[src/sv/fla_pkg.sv]
// Shared constants, codes and types for the free-list allocator.
package fla_pkg;

    // Free-region table size
    localparam int TABLE_ENTRIES = 64;
    localparam int IDX_W = $clog2(TABLE_ENTRIES);
    localparam int CNT_W = IDX_W + 1;

    // Stream word widths
    localparam int IN_W  = 72;
    localparam int OUT_W = 144;

    // Result status codes
    localparam logic [1:0] STAT_OK    = 2'd0;
    localparam logic [1:0] STAT_NOFIT = 2'd1;
    localparam logic [1:0] STAT_LOST  = 2'd2;

    // Datapath operation codes
    localparam int OP_W = 4;
    localparam logic [OP_W-1:0] OP_NONE    = 4'd0;
    localparam logic [OP_W-1:0] OP_LATCH   = 4'd1;
    localparam logic [OP_W-1:0] OP_A_STEP  = 4'd2;
    localparam logic [OP_W-1:0] OP_A_TAKE  = 4'd3;
    localparam logic [OP_W-1:0] OP_A_NOFIT = 4'd4;
    localparam logic [OP_W-1:0] OP_F_STEP  = 4'd5;
    localparam logic [OP_W-1:0] OP_F_STOP  = 4'd6;
    localparam logic [OP_W-1:0] OP_F_MPREV = 4'd7;
    localparam logic [OP_W-1:0] OP_F_MNEXT = 4'd8;
    localparam logic [OP_W-1:0] OP_F_INS   = 4'd9;
    localparam logic [OP_W-1:0] OP_F_LOST  = 4'd10;
    localparam logic [OP_W-1:0] OP_MOVE_DN = 4'd11;
    localparam logic [OP_W-1:0] OP_MOVE_UP = 4'd12;
    localparam logic [OP_W-1:0] OP_RM_DONE = 4'd13;
    localparam logic [OP_W-1:0] OP_INS_DONE = 4'd14;

    // Controller to datapath
    typedef struct packed {
        logic [OP_W-1:0] op;
    } cmd_t;

    // Datapath to controller
    typedef struct packed {
        logic is_free;   // latched request is a free
        logic scan_end;  // read pointer has reached the entry count
        logic a_hit;     // entry under check fits the request
        logic a_empty;   // that entry becomes empty
        logic f_gt;      // entry under check starts above the freed address
        logic mprev;     // freed region joins the entry before it
        logic mnext;     // freed region joins the entry after it
        logic full;      // table has no free slot
        logic mv_done;   // block move finished
    } sts_t;

endpackage

[src/sv/fla_ctrl.sv]
// Controller state machine of the free-list allocator.
module fla_ctrl (
    input  logic          clk,
    input  logic          rst_n,
    input  logic          s_tvalid,
    output logic          s_tready,
    output logic          m_tvalid,
    input  logic          m_tready,
    input  fla_pkg::sts_t sts,
    output fla_pkg::cmd_t cmd
);

    localparam logic [3:0] ST_IDLE   = 4'd0;
    localparam logic [3:0] ST_DISP   = 4'd1;
    localparam logic [3:0] ST_A_SCAN = 4'd2;
    localparam logic [3:0] ST_F_SCAN = 4'd3;
    localparam logic [3:0] ST_F_DEC  = 4'd4;
    localparam logic [3:0] ST_MV_DN  = 4'd5;
    localparam logic [3:0] ST_MV_UP  = 4'd6;
    localparam logic [3:0] ST_OUT    = 4'd7;

    logic [3:0] state_reg, state_next;

    assign s_tready = (state_reg == ST_IDLE);
    assign m_tvalid = (state_reg == ST_OUT);

    // Next state and datapath command
    always_comb
    begin
        state_next = state_reg;
        cmd.op     = fla_pkg::OP_NONE;
        unique case (state_reg)
            ST_IDLE:
            begin
                if (s_tvalid)
                begin
                    cmd.op     = fla_pkg::OP_LATCH;
                    state_next = ST_DISP;
                end
            end
            ST_DISP:
            begin
                state_next = sts.is_free ? ST_F_SCAN : ST_A_SCAN;
            end
            ST_A_SCAN:
            begin
                priority if (sts.a_hit)
                begin
                    cmd.op     = fla_pkg::OP_A_TAKE;
                    state_next = sts.a_empty ? ST_MV_DN : ST_OUT;
                end
                else if (sts.scan_end)
                begin
                    cmd.op     = fla_pkg::OP_A_NOFIT;
                    state_next = ST_OUT;
                end
                else
                begin
                    cmd.op = fla_pkg::OP_A_STEP;
                end
            end
            ST_F_SCAN:
            begin
                if (sts.f_gt || sts.scan_end)
                begin
                    cmd.op     = fla_pkg::OP_F_STOP;
                    state_next = ST_F_DEC;
                end
                else
                begin
                    cmd.op = fla_pkg::OP_F_STEP;
                end
            end
            ST_F_DEC:
            begin
                priority if (sts.mprev)
                begin
                    cmd.op     = fla_pkg::OP_F_MPREV;
                    state_next = sts.mnext ? ST_MV_DN : ST_OUT;
                end
                else if (sts.mnext)
                begin
                    cmd.op     = fla_pkg::OP_F_MNEXT;
                    state_next = ST_OUT;
                end
                else if (!sts.full)
                begin
                    cmd.op     = fla_pkg::OP_F_INS;
                    state_next = ST_MV_UP;
                end
                else
                begin
                    cmd.op     = fla_pkg::OP_F_LOST;
                    state_next = ST_OUT;
                end
            end
            ST_MV_DN:
            begin
                if (sts.mv_done)
                begin
                    cmd.op     = fla_pkg::OP_RM_DONE;
                    state_next = ST_OUT;
                end
                else
                begin
                    cmd.op = fla_pkg::OP_MOVE_DN;
                end
            end
            ST_MV_UP:
            begin
                if (sts.mv_done)
                begin
                    cmd.op     = fla_pkg::OP_INS_DONE;
                    state_next = ST_OUT;
                end
                else
                begin
                    cmd.op = fla_pkg::OP_MOVE_UP;
                end
            end
            ST_OUT:
            begin
                if (m_tready)
                begin
                    state_next = ST_IDLE;
                end
            end
            default:
            begin
                state_next = ST_IDLE;
            end
        endcase
    end

    always_ff @(posedge clk or negedge rst_n)
    begin
        if (!rst_n)
        begin
            state_reg <= ST_IDLE;
        end
        else
        begin
            state_reg <= state_next;
        end
    end

    // One request in flight: taking a word closes the input
    a_one_req: assert property (@(posedge clk) disable iff (!rst_n)
        (s_tvalid && s_tready) |=> !s_tready)
        else $error("second request taken while busy");

    // Input and output sides are never open together
    a_excl: assert property (@(posedge clk) disable iff (!rst_n)
        !(s_tready && m_tvalid))
        else $error("input open while result pending");

    // A delivered result returns the block to idle
    a_back: assert property (@(posedge clk) disable iff (!rst_n)
        (m_tvalid && m_tready) |=> s_tready)
        else $error("no return to idle after result");

endmodule

[config.mk]
export PLATFORM = sky130hd
export DESIGN_NAME = fla_ctrl
export DESIGN_NICKNAME = d
export VERILOG_FILES = /design/src/sv/fla_pkg.sv /design/src/sv/fla_ctrl.sv
export SDC_FILE = /design/constraint.sdc
export NUM_CORES = 1
export LEC_CHECK = 0
export ABC_AREA = 0
export CAP_MARGIN = 20
export CORE_MARGIN = 8
export CORE_UTILIZATION = 25
export DETAILED_ROUTE_END_ITERATION = 12
export DONT_BUFFER_PORTS = 1
export PLACE_DENSITY_LB_ADDON = 0.12
export SKIP_LAST_GASP = 1
export SLEW_MARGIN = 20
export SYNTH_ARGS = -nofsm -noshare
export SYNTH_HDL_FRONTEND = slang
export SYNTH_SLANG_ARGS = --single-unit
export TNS_END_PERCENT = 100
[constraint.sdc]
create_clock -name clk -period 3.56 [get_ports clk]
set_input_delay 0.356 -clock clk [delete_from_list [all_inputs] [get_ports clk]]
set_output_delay 0.356 -clock clk [all_outputs]
set_load 0.02 [all_outputs]
# Word level (Yosys, flattened, before mapping)
# Cells that the tools add are included.
[word_totals]
ff_bits = 4
latch_bits = 0
ramBits = 0
romBits = 0
output_inout_bits = 6
word_cells = 40
memories = 0
[op_classes]
add_sub_neg = 0
mul = 0
div = 0
magnitude_cmp = 0
eq_ne = 12
n_shift = 0
muxes = 23
n_bitwise = 0
reduce_logical = 4
[ops]
columns = ["operator", "count"]
rows = [
  ["two-way mux 4 bit", 7],
  ["one-hot mux 4 bit (7 select lines)", 1],
  ["one-hot mux 4 bit (6 select lines)", 1],
  ["== test 4 x 3 -> 1 bit (second input constant)", 4],
  ["two-way mux 2 bit", 7],
  ["two-way mux 3 bit", 3],
  ["== test 4 x 2 -> 1 bit (second input constant)", 2],
  ["AND reduction 5 bit", 1],
  ["== test 4 x 1 -> 1 bit (second input constant)", 1],
  ["logical NOT 4 bit", 1],
  ["two-way mux 1 bit", 4],
  ["inequality test 2 x 1 -> 1 bit (second input constant)", 2],
  ["inequality test 2 bit (second input constant)", 2],
  ["inequality test 3 bit (second input constant)", 1],
  ["OR reduction 2 bit", 1],
  ["logical OR 1 bit", 1],
]

# Logic depth before layout (Yosys ltp)
# Gate-level depths: netlist (run 1).
[logic_depth]
word_depth = 4
ltp_mapped = 5
depth_no_buf = 4

# Worst setup path before layout (run 1)
# No wires, ideal clock.
[synth_timing]
path_kind = "flip-flop to output port"
from = "reg state_reg[1]"
to = "out cmd[2] (netlist bit)"
arrival_ps = 1302
t_required_ps = 3204
slack_ps = 1902
stages_incl_launch_ff = 5
n_path_buf = 1
cell_sequence = "dfrtp_1 buf_6 inv_1 nand2_1 a311oi_1"
[synth_rtl]
columns = ["element", "line", "text"]
rows = [
  ["start, declared", "fla_ctrl.sv:22", "logic [3:0] state_reg, state_next;"],
  ["start signal, assigned", "fla_ctrl.sv:143", "state_reg <= state_next;"],
  ["end, declared", "fla_ctrl.sv:10", "output fla_pkg::cmd_t cmd"],
]

==> metrics.md, run 1 <==
| Metric | Value |
|---|---|
| Outcome | complete, no violations |
| Most common cell after layout, fill and taps aside | nand2_1 |
| Final min period | 2120 ps |
| Post-synth EDFFs | 0 |
| RSZ-0062 raised after global routing | no |
| Yosys reg bits | 3 |
| Max-slew violations | 0 |
| Congestion Overflow GR | 0 |
| Initial Util | 0.267 |
| Synthesized Nets | 68 |
| Critical path class | flop to output port |
| Area after DPL | 389 sq um |
| Start point of the critical path | state_reg[0]$_DFFE_PN0P_ |
| Worst clock skew | 0.314 ps |
| Final Hold Vio Count | 0 |
| Final non-filler cell area | 425 sq um |
| Die Y | 56.3 um |
| Clock Pin Slew Worst Setup and Hold Paths | 40 ps |
| Clock sinks | 3 |
| Gpl congestion | 0.754 |
| IR Drop Worst-Case VDD | 0.337 mV |
| Share of the synthesized area in the top cell type | 0.185 |
| Worst EP required | 3200 ps |
| Setup_tns | 0 ps |
| Fill count | 170 |
| Via Count | 400 |
| Vias in the first global route | 391 |
| Detailed Route WL | 1110 um |
| R2r startpoint | state_reg[1]$_DFFE_PN0P_ |
| Reg-to-reg endpoint | state_reg[0]$_DFFE_PN0P_ |
| Pin count of the biggest net entering global routing | 21 |
| Rows | 14 |
| Hold slack | 355 ps |
| # setup viols final | 0 |
| Clock H-tree levels | 1 |
| Post-layout util | 0.279 |
| DP HPWL | 890 um |
| Die Footprint | 0.00317 sq mm |
| Post-synthesis async set-or-reset flop share | 1.00 |
| Predominant post-synthesis flop cell | dfrtp_1 |
| CTS tree | done |
| Hold Path End | state_reg[2]$_DFFE_PN0P_ |
| DRC | 0 |
| PD cells | 975 mW/mm^2 |
| Seq/Total Area, Yosys | 0.185 |
| Hold Path Class | input pin to flop |
| Synth warn | 0 |
| Worst-Skew Late Latency | 230 ps |
| Fin crit share | 0.596 |
| CP max FO | 20 |
| Hold_sp | m_tready |
| Area growth from synthesis to layout | 4.62% |
| Rel. slew slack | 0.486 |
| Mapped Cells | 55 |
| Core footprint | 0.00152 sq mm |
| Post-synth top area cell | dfrtp_1 |
| Largest cells by area after synthesis | dfrtp_1 18%, a21oi_1 6.2%, buf_6 5.5% |
| R2R setup slack | 1790 ps |
| Die Wd | 56.3 um |
| Worst-Margin Slew | 766 ps |
| Wire per inst | 15.5 um |
| Antenna Nets Post-Route | 0 |
| Synth cell types | 28 |
| CTS Root Cell | clkbuf_4 |
| Fmax | 0.471 GHz |
| Fin nets | 70 |
| Clock buffer depth | 2 |
| Diode count | 0 |
| Storage cell area | 75.1 sq um |
| Via density | 5.56 |
| Max-cap violation count | 0 |
| I/O Pins | 19 |
| Initial antenna violation count | 0 |
| IO buf count | 0 |
| CP Data Arrival Time | 1770 ps |
| Worst-case reg-to-reg path depth | 4 |
| Critical Path Source Type | flop |
| Max reg flops | 3 |
| Leak | 0.165 nW |
| Num CTS Buffers | 3 |
| Footprint of the multi-input gates | 279 sq um |
| Share of cells above drive strength 1 | 0.107 |
| Crit. End Element | output port |
| Hold depth | 2 |
| Global-route wire length before repair | 1730 um |
| Average size of a mapped cell | 7.39 sq um |
| DRT Pass-1 Iters | 3 |
| Gr usage total | 0.0691 |
| Mapped Area | 407 sq um |
| Initial DRC count | 9 |
| Most frequent cells in the layout | 6 x nand2_1, 5 x a21oi_1, 4 x nor2_1, 4 x inv_1 |
==> cell families (layout without fill, tap and decap cells) <==
| logic type | after synthesis | in the layout | share of synthesized area |
|---|---|---|---|
| AOI/OAI and AO/OA | 21 | 21 | 0.360 |
| buffers and inverters | 8 | 9 | 0.129 |
| DFF | 3 | 3 | 0.185 |
| and+or+nand+nor | 23 | 23 | 0.326 |
==> final cells by class <==
class / instances / area share
tap: 16 / 0.0471
multi-input combinational: 44 / 0.656
inverter: 4 / 0.0353
sequential: 3 / 0.176
timing repair buffer: 1 / 0.0235
clock buffer: 4 / 0.0618
==> stage by stage <==
stage          total power, mW  instances  worst slack [ps]
3_3_place_gp             0.364         67              1640
4_1_cts                  0.423         72              1400
6_report                 0.415         72              1440
3_5_place_dp             0.359         67              1660
5_1_grt                  0.461         72              1320
2_1_floorplan            0.352         55              1900
==> metal layers <==
metal,share of wire,track usage,vias to the layer above
met3,0.091,0.0270,2
met4,0.017,0.0619,0
met2,0.49,0.101,10
met5,0,0,-
met1,0.41,0.0746,185
li1,-,-,203
==> report_power, final <==
group	internal, mW	leakage (nW)	switching (mW)
Sequential	0.0514	0.0334	0.0720
Combinational	0.0927	0.117	0.139
Clock	0.0420	0.0150	0.0176
==> how the worst max path moves through the flow <==
| stage | endpoint | slack (ps) |
|---|---|---|
| 5_1_grt | cmd[2] | 1320 |
| 6_report | cmd[2] | 1440 |
| 4_1_cts | cmd[2] | 1400 |
| 2_1_floorplan | cmd[2] | 1900 |
| 3_5_place_dp | cmd[2] | 1660 |
| 3_3_place_gp | cmd[2] | 1640 |
==> worst max-delay path, cell delays in order (launching register included) <==
cell	delay, ps
dfrtp_1	660
a21o_1	140
a21oi_1	60
a311oi_1	670
==> synth_stat cells (2+ instances only) <==
| cell type | count |
|---|---|
| o21ai_1 | 3 |
| a21oi_1 | 5 |
| buf_4 | 2 |
| nor2_1 | 4 |
| nand3_1 | 3 |
| o22ai_1 | 2 |
| nor3_1 | 2 |
| nand2_1 | 6 |
| nand2b_1 | 2 |
| a41oi_1 | 2 |
| inv_1 | 4 |
| dfrtp_1 | 3 |
| buf_6 | 2 |
==> timing repair <==
| action | CTS | global route |
|---|---|---|
| hold endpoints to repair | 3 | 0 |
| hold buffers | 1 | 0 |
| setup endpoints to repair | 0 | 0 |
| gates resized for setup | 0 | 0 |
| buffers inserted | 0 | 0 |
No activity file was read; power rests on OpenSTA's default activity.
==> run 2: changes to the inputs <==
==> constraint.sdc (replaced) <==
create_clock -name clk -period 1.8 [get_ports clk]
set_input_delay 0.18 -clock clk [delete_from_list [all_inputs] [get_ports clk]]
set_output_delay 0.18 -clock clk [all_outputs]
set_load 0.02 [all_outputs]
==> metrics.md, run 2 (synthesized netlist as in run 1, its figures left out) <==
| Metric | Value |
|---|---|
| Placed Cells incl. Taps | 71 (+6.0%) |
| Combinational power share | 0.627 (+0.068) |
| Via Count | 416 (+4.0%) |
| Fin crit share | 0.933 |
| Most common cell after layout, fill and taps aside | nand2_1 |
| CTS Root Cell | clkbuf_4 |
| Critical path class | flop to output port |
| Crit. End Element | output port |
| Worst-Margin Slew | 470 ps (-296 ps) |
| Place WS | 212 ps (-1450 ps) |
| DP HPWL | 888 um (-0.19%) |
| Total power | 0.901 mW (+120%) |
| Initial Util | 0.267 (unchanged) |
| Congestion Overflow GR | 0 (unchanged) |
| Vias in the first global route | 395 (+1.0%) |
| Leak | 0.185 nW (+12%) |
| Clock buffer depth | 2 (unchanged) |
| Rel. slew slack | 0.688 (+0.202) |
| Core footprint | 0.00152 sq mm (unchanged) |
| Worst Path Buf+Inv | 3 (+3) |
| Sw frac | 0.516 (-0.0357) |
| Pint | 0.436 mW (+130%) |
| Sequential Power Share | 0.245 (-0.052) |
| Antenna Nets Post-Route | 0 (unchanged) |
| Setup_tns | 0 ps (unchanged) |
| CTS tree | done |
| Most frequent CP cell | buf_4 |
| Hold Path Class | input pin to flop |
| Area growth from synthesis to layout | 13.5% |
| Final non-filler cell area | 462 sq um (+8.5%) |
| IO buf count | 0 (unchanged) |
| DRC | 0 (unchanged) |
| PD cells | 1950 mW/mm^2 (+100%) |
| Most frequent cells in the layout | 6 x nand2_1, 5 x a21oi_1, 4 x nor2_1, 4 x inv_1, 4 x buf_4 |
| Final min period | 1680 ps |
| Net Switching | 0.464 mW (+100%) |
| Global-route wire length before repair | 1720 um (-0.41%) |
| Area after DPL | 419 sq um (+7.7%) |
| Cell chain of the critical path | buf_4, inv_1, nand2_1, a311oi_1, buf_4 |
| IR Drop Worst-Case VDD | 0.808 mV (+140%) |
| Wire per inst | 14.6 um (-5.9%) |
| Worst path slowest cell | dfrtp_1 |
| Max incr delay on CP | 420 ps (-250 ps) |
| # setup viols final | 0 (unchanged) |
| Worst clock skew | 3.59 ps (+3.28 ps) |
| Clock Pin Slew Worst Setup and Hold Paths | 30 ps (about the same) |
| CP max FO | 9 (-55%) |
| Final Hold Vio Count | 0 (unchanged) |
| Gr usage total | 0.0681 (-0.000971) |
| Clock share of power | 0.128 (-0.016) |
| Layout Cells excl Fill | 76 (+5.6%) |
| I/O Pins | 19 (unchanged) |
| Post-layout util | 0.303 (+0.0238) |
| Worst path top cell family by delay | buffers and inverters |
| Pin count of the biggest net entering global routing | 21 (unchanged) |
| DRT Pass-1 Iters | 4 (+1) |
| RSZ-0062 raised after global routing | yes |
| Max reg flops | 3 (unchanged) |
| Initial antenna violation count | 0 (unchanged) |
| Max-slew violations | 0 (unchanged) |
| Fmax | 0.596 GHz |
| Clock H-tree levels | 1 (unchanged) |
| CP Data Arrival Time | 1500 ps (-270 ps) |
| Num CTS Buffers | 3 (unchanged) |
| Diode count | 0 (unchanged) |
| Share of cells above drive strength 1 | 0.200 (+0.0929) |
| Clock sinks | 3 (unchanged) |
| Initial DRC count | 6 (-3) |
| Die Y | 56.3 um (unchanged) |
| Die Wd | 56.3 um (unchanged) |
| Hold slack | 183 ps (-172 ps) |
| Gpl congestion | 0.723 (-4.2%) |
| Via density | 5.47 (-1.5%) |
| Critical Path Source Type | flop |
| Detailed Route WL | 1110 um (-0.63%) |
| Outcome | complete, no violations |
| Setup bufs post-CTS | 0 (unchanged) |
| Worst-Skew Late Latency | 230 ps (about the same) |
| Worst EP required | 1620 ps (-1580 ps) |
| Fin nets | 74 (+5.7%) |
| Die Footprint | 0.00317 sq mm (unchanged) |
| Final WS setup | 121 ps (-1320 ps) |
| Rows | 14 (unchanged) |
| Max-cap violation count | 0 (unchanged) |
| R2R setup slack | 390 ps (-1400 ps) |
run 2: cell count changes in the layout (fill, tap and decap cells not counted):
cell     delta
nor3_1      -1
buf_4       +4
dfrtp_2     +1
nor3_2      +1
dfrtp_1     -1
run 2: path summary, 6_finish.rpt:
check / startpoint / end / cells past startpoint
min in group asynchronous: rst_n / state_reg[0]$_DFFE_PN0P_ / 1
max in group asynchronous: rst_n / state_reg[0]$_DFFE_PN0P_ / 1
hold / removal: m_tready / state_reg[2]$_DFFE_PN0P_ / 2
hold reg to reg: state_reg[1]$_DFFE_PN0P_ / state_reg[2]$_DFFE_PN0P_ / 2
setup / recovery: state_reg[1]$_DFFE_PN0P_ / cmd[2] / 5
setup reg to reg: state_reg[1]$_DFFE_PN0P_ / state_reg[0]$_DFFE_PN0P_ / 5
run 2: power groups by stage:
stage,sequential [mW],combinational (mW),clock [mW]
2_1_floorplan,0.132,0.564,0
4_1_cts,0.216,0.573,0.122
3_3_place_gp,0.221,0.580,0
6_report,0.220,0.565,0.115
3_5_place_dp,0.214,0.569,0
5_1_grt,0.233,0.628,0.131
run 2: cell type report:
cell class / count / area, sq um
Tap cell: 16 / 20.0
Timing Repair Buffer: 5 / 40.0
Inverter: 4 / 15.0
Multi-Input combinational cell: 44 / 284
Fill cell: 173 / 1060
Clock buffer: 4 / 26.3
Sequential cell: 3 / 76.3
run 2: what timing repair did:
action                                  in CTS  in global routing
gates resized for setup                      1                  1
gates cloned                                 0                  0
hold buffers                                 1                  0
endpoints found under the setup margin       2                  1
hold endpoints to repair                     3                  0
run 2: layer usage:
layer,track usage,wire [um],vias up
met5,0,0,-
met4,0.0309,12,0
met3,0.0539,137,2
met2,0.105,499,15
met1,0.0655,458,187
li1,-,-,212
==> run 3: changes to the inputs <==
--- a/config.mk
+++ b/config.mk
@@ -7,9 +7,9 @@
 export LEC_CHECK = 0
 export ABC_AREA = 0
 export CAP_MARGIN = 20
-export CORE_MARGIN = 8
-export CORE_UTILIZATION = 25
+export CORE_AREA = 8 8 45 47
 export DETAILED_ROUTE_END_ITERATION = 12
+export DIE_AREA = 0 0 53 55
 export DONT_BUFFER_PORTS = 1
 export PLACE_DENSITY_LB_ADDON = 0.12
 export SKIP_LAST_GASP = 1
==> metrics.md, run 3 (synthesized netlist as in run 1, its figures left out) <==
| Metric | Value |
|---|---|
| Levels on crit path | 4 (-1) |
| Rows | 14 (unchanged) |
| Fin nets | 73 (-1.4%) |
| Clock sinks | 3 (unchanged) |
| Cell chain of the critical path | nor3b_1, o22ai_1, o21ai_1, buf_4 |
| Detailed Route WL | 1070 um (-3.6%) |
| CTS tree | done |
| Fin crit share | 0.921 (-0.0115) |
| Fmax | 0.603 GHz (+1.2%) |
| Hold depth | 2 (unchanged) |
| Fill count | 163 (-5.8%) |
| Initial Util | 0.294 (+0.0270) |
| Gpl congestion | 0.731 (+1.1%) |
| Worst EP required | 1620 ps (about the same) |
| Outcome | complete, no violations |
| CTS Root Cell | clkbuf_4 |
| Initial antenna violation count | 0 (unchanged) |
| Worst-Skew Late Latency | 230 ps (about the same) |
| Area after DPL | 412 sq um (-1.8%) |
| Die Wd | 53 um (-5.9%) |
| Setup_tns | 0 ps (unchanged) |
| Final Hold Vio Count | 0 (unchanged) |
| Leak | 0.179 nW (-3.4%) |
| Footprint of the multi-input gates | 279 sq um (-1.8%) |
| Area growth from synthesis to layout | 10.8% |
| Clock Pin Slew Worst Setup and Hold Paths | 30 ps (about the same) |
| DRT Pass-1 Iters | 4 (unchanged) |
| Core footprint | 0.00138 sq mm (-9.2%) |
| Hold slack | 184 ps (+0.792 ps) |
| RSZ-0062 raised after global routing | no |
| Final min period | 1660 ps (-20.7 ps) |
| DRC | 0 (unchanged) |
| IR Drop Worst-Case VDD | 0.689 mV (-15%) |
| Most common cell after layout, fill and taps aside | nand2_1 |
| PD cells | 1950 mW/mm^2 (-0.13%) |
| Clock H-tree levels | 1 (unchanged) |
| Critical path class | flop to output port |
| Worst clock skew | 3.38 ps (-0.210 ps) |
| Die Footprint | 0.00292 sq mm (-8.1%) |
| Congestion Overflow GR | 0 (unchanged) |
| Worst-case reg-to-reg path depth | 4 (-1) |
| Hold Path Class | input pin to flop |
| Worst-Margin Slew | 460 ps (-10.4 ps) |
| CP Data Arrival Time | 1480 ps (-20 ps) |
| Worst path slowest cell | dfrtp_2 |
| Gr usage total | 0.0770 (+0.00893) |
| Rel. slew slack | 0.695 (+0.00692) |
| Initial DRC count | 11 (+5) |
| Final non-filler cell area | 450 sq um (-2.4%) |
| IO buf count | 0 (unchanged) |
| Worst Path Buf+Inv | 1 (-2) |
| Antenna Nets Post-Route | 0 (unchanged) |
| CP max FO | 20 (+11) |
| Crit. End Element | output port |
| Via density | 5.48 (+0.12%) |
| Total power | 0.877 mW (-2.6%) |
| Max-cap violation count | 0 (unchanged) |
| Max-slew violations | 0 (unchanged) |
| Diode count | 0 (unchanged) |
| Max reg flops | 3 (unchanged) |
| Die Y | 55 um (-2.4%) |
| Clock buffer depth | 2 (unchanged) |
| Global-route wire length before repair | 1660 um (-3.3%) |
| Vias in the first global route | 377 (-4.6%) |
| Worst path top cell family by delay | flip-flops |
| Storage cell area | 77.6 sq um (+1.6%) |
| # setup viols final | 0 (unchanged) |
| Post-layout util | 0.325 (+0.0225) |
| Via Count | 411 (-1.2%) |
| Num CTS Buffers | 3 (unchanged) |
| I/O Pins | 19 (unchanged) |
| Setup bufs post-CTS | 0 (unchanged) |
| Critical Path Source Type | flop |
| Most frequent cells in the layout | 6 x nand2_1, 5 x a21oi_1, 4 x nor2_1, 4 x inv_1 |
| Wire per inst | 14.2 um (-2.3%) |
| Share of cells above drive strength 1 | 0.186 (-0.0136) |
| Pin count of the biggest net entering global routing | 21 (unchanged) |
| Max incr delay on CP | 540 ps (+120 ps) |
run 3: cell count changes in the layout (fill, tap and decap cells not counted):
cell / previous run / this run
dfrtp_2: 1 / 2
nor3_2: 1 / 0
buf_4: 4 / 3
dfrtp_1: 2 / 1
nor3_1: 1 / 2
run 3: worst paths after layout:
kind,start,end,slack (ps)
max in group asynchronous,rst_n,state_reg[0]$_DFFE_PN0P_,1450
setup reg to reg,state_reg[2]$_DFFE_PN0P_,state_reg[0]$_DFFE_PN0P_,360
hold reg to reg,state_reg[1]$_DFFE_PN0P_,state_reg[1]$_DFFE_PN0P_,740
min in group asynchronous,rst_n,state_reg[1]$_DFFE_PN0P_,200
setup / recovery,state_reg[0]$_DFFE_PN0P_,cmd[0],140
hold / removal,m_tready,state_reg[2]$_DFFE_PN0P_,180
run 3: area by class of cell:
| class | instances | area share |
|---|---|---|
| clock buffers | 4 | 0.0583 |
| multi-input cells | 44 | 0.619 |
| well taps | 16 | 0.0444 |
| flip-flops and latches | 3 | 0.172 |
| inverters | 4 | 0.0333 |
| repair buffers | 4 | 0.0722 |
run 3: power by group:
| group | switching, mW | internal, mW |
|---|---|---|
| clock | 0.0332 | 0.0829 |
| sequential | 0.140 | 0.107 |
| combinational | 0.282 | 0.233 |
| total | 0.455 | 0.423 |
run 3: layer usage:
layer	global-route usage	up-vias	wire (um)
met2	0.111	14	510
met3	0.0401	2	120
li1	-	210	-
met5	0	-	0
met1	0.0821	185	425
met4	0.0647	0	10
run 3: repair_timing:
item                       in CTS  in global routing
hold buffers                    1                  0
resized for setup               1                  1
hold endpoints to repair        3                  0
setup endpoints to repair       1                  1
run 3: metrics by stage:
step | setup slack, ps | std cells
after global routing | 15.2 | 75
after floorplan | 318 | 55
after CTS | 102 | 75
final | 142 | 75
after global placement | 207 | 70
after detailed placement | 205 | 70
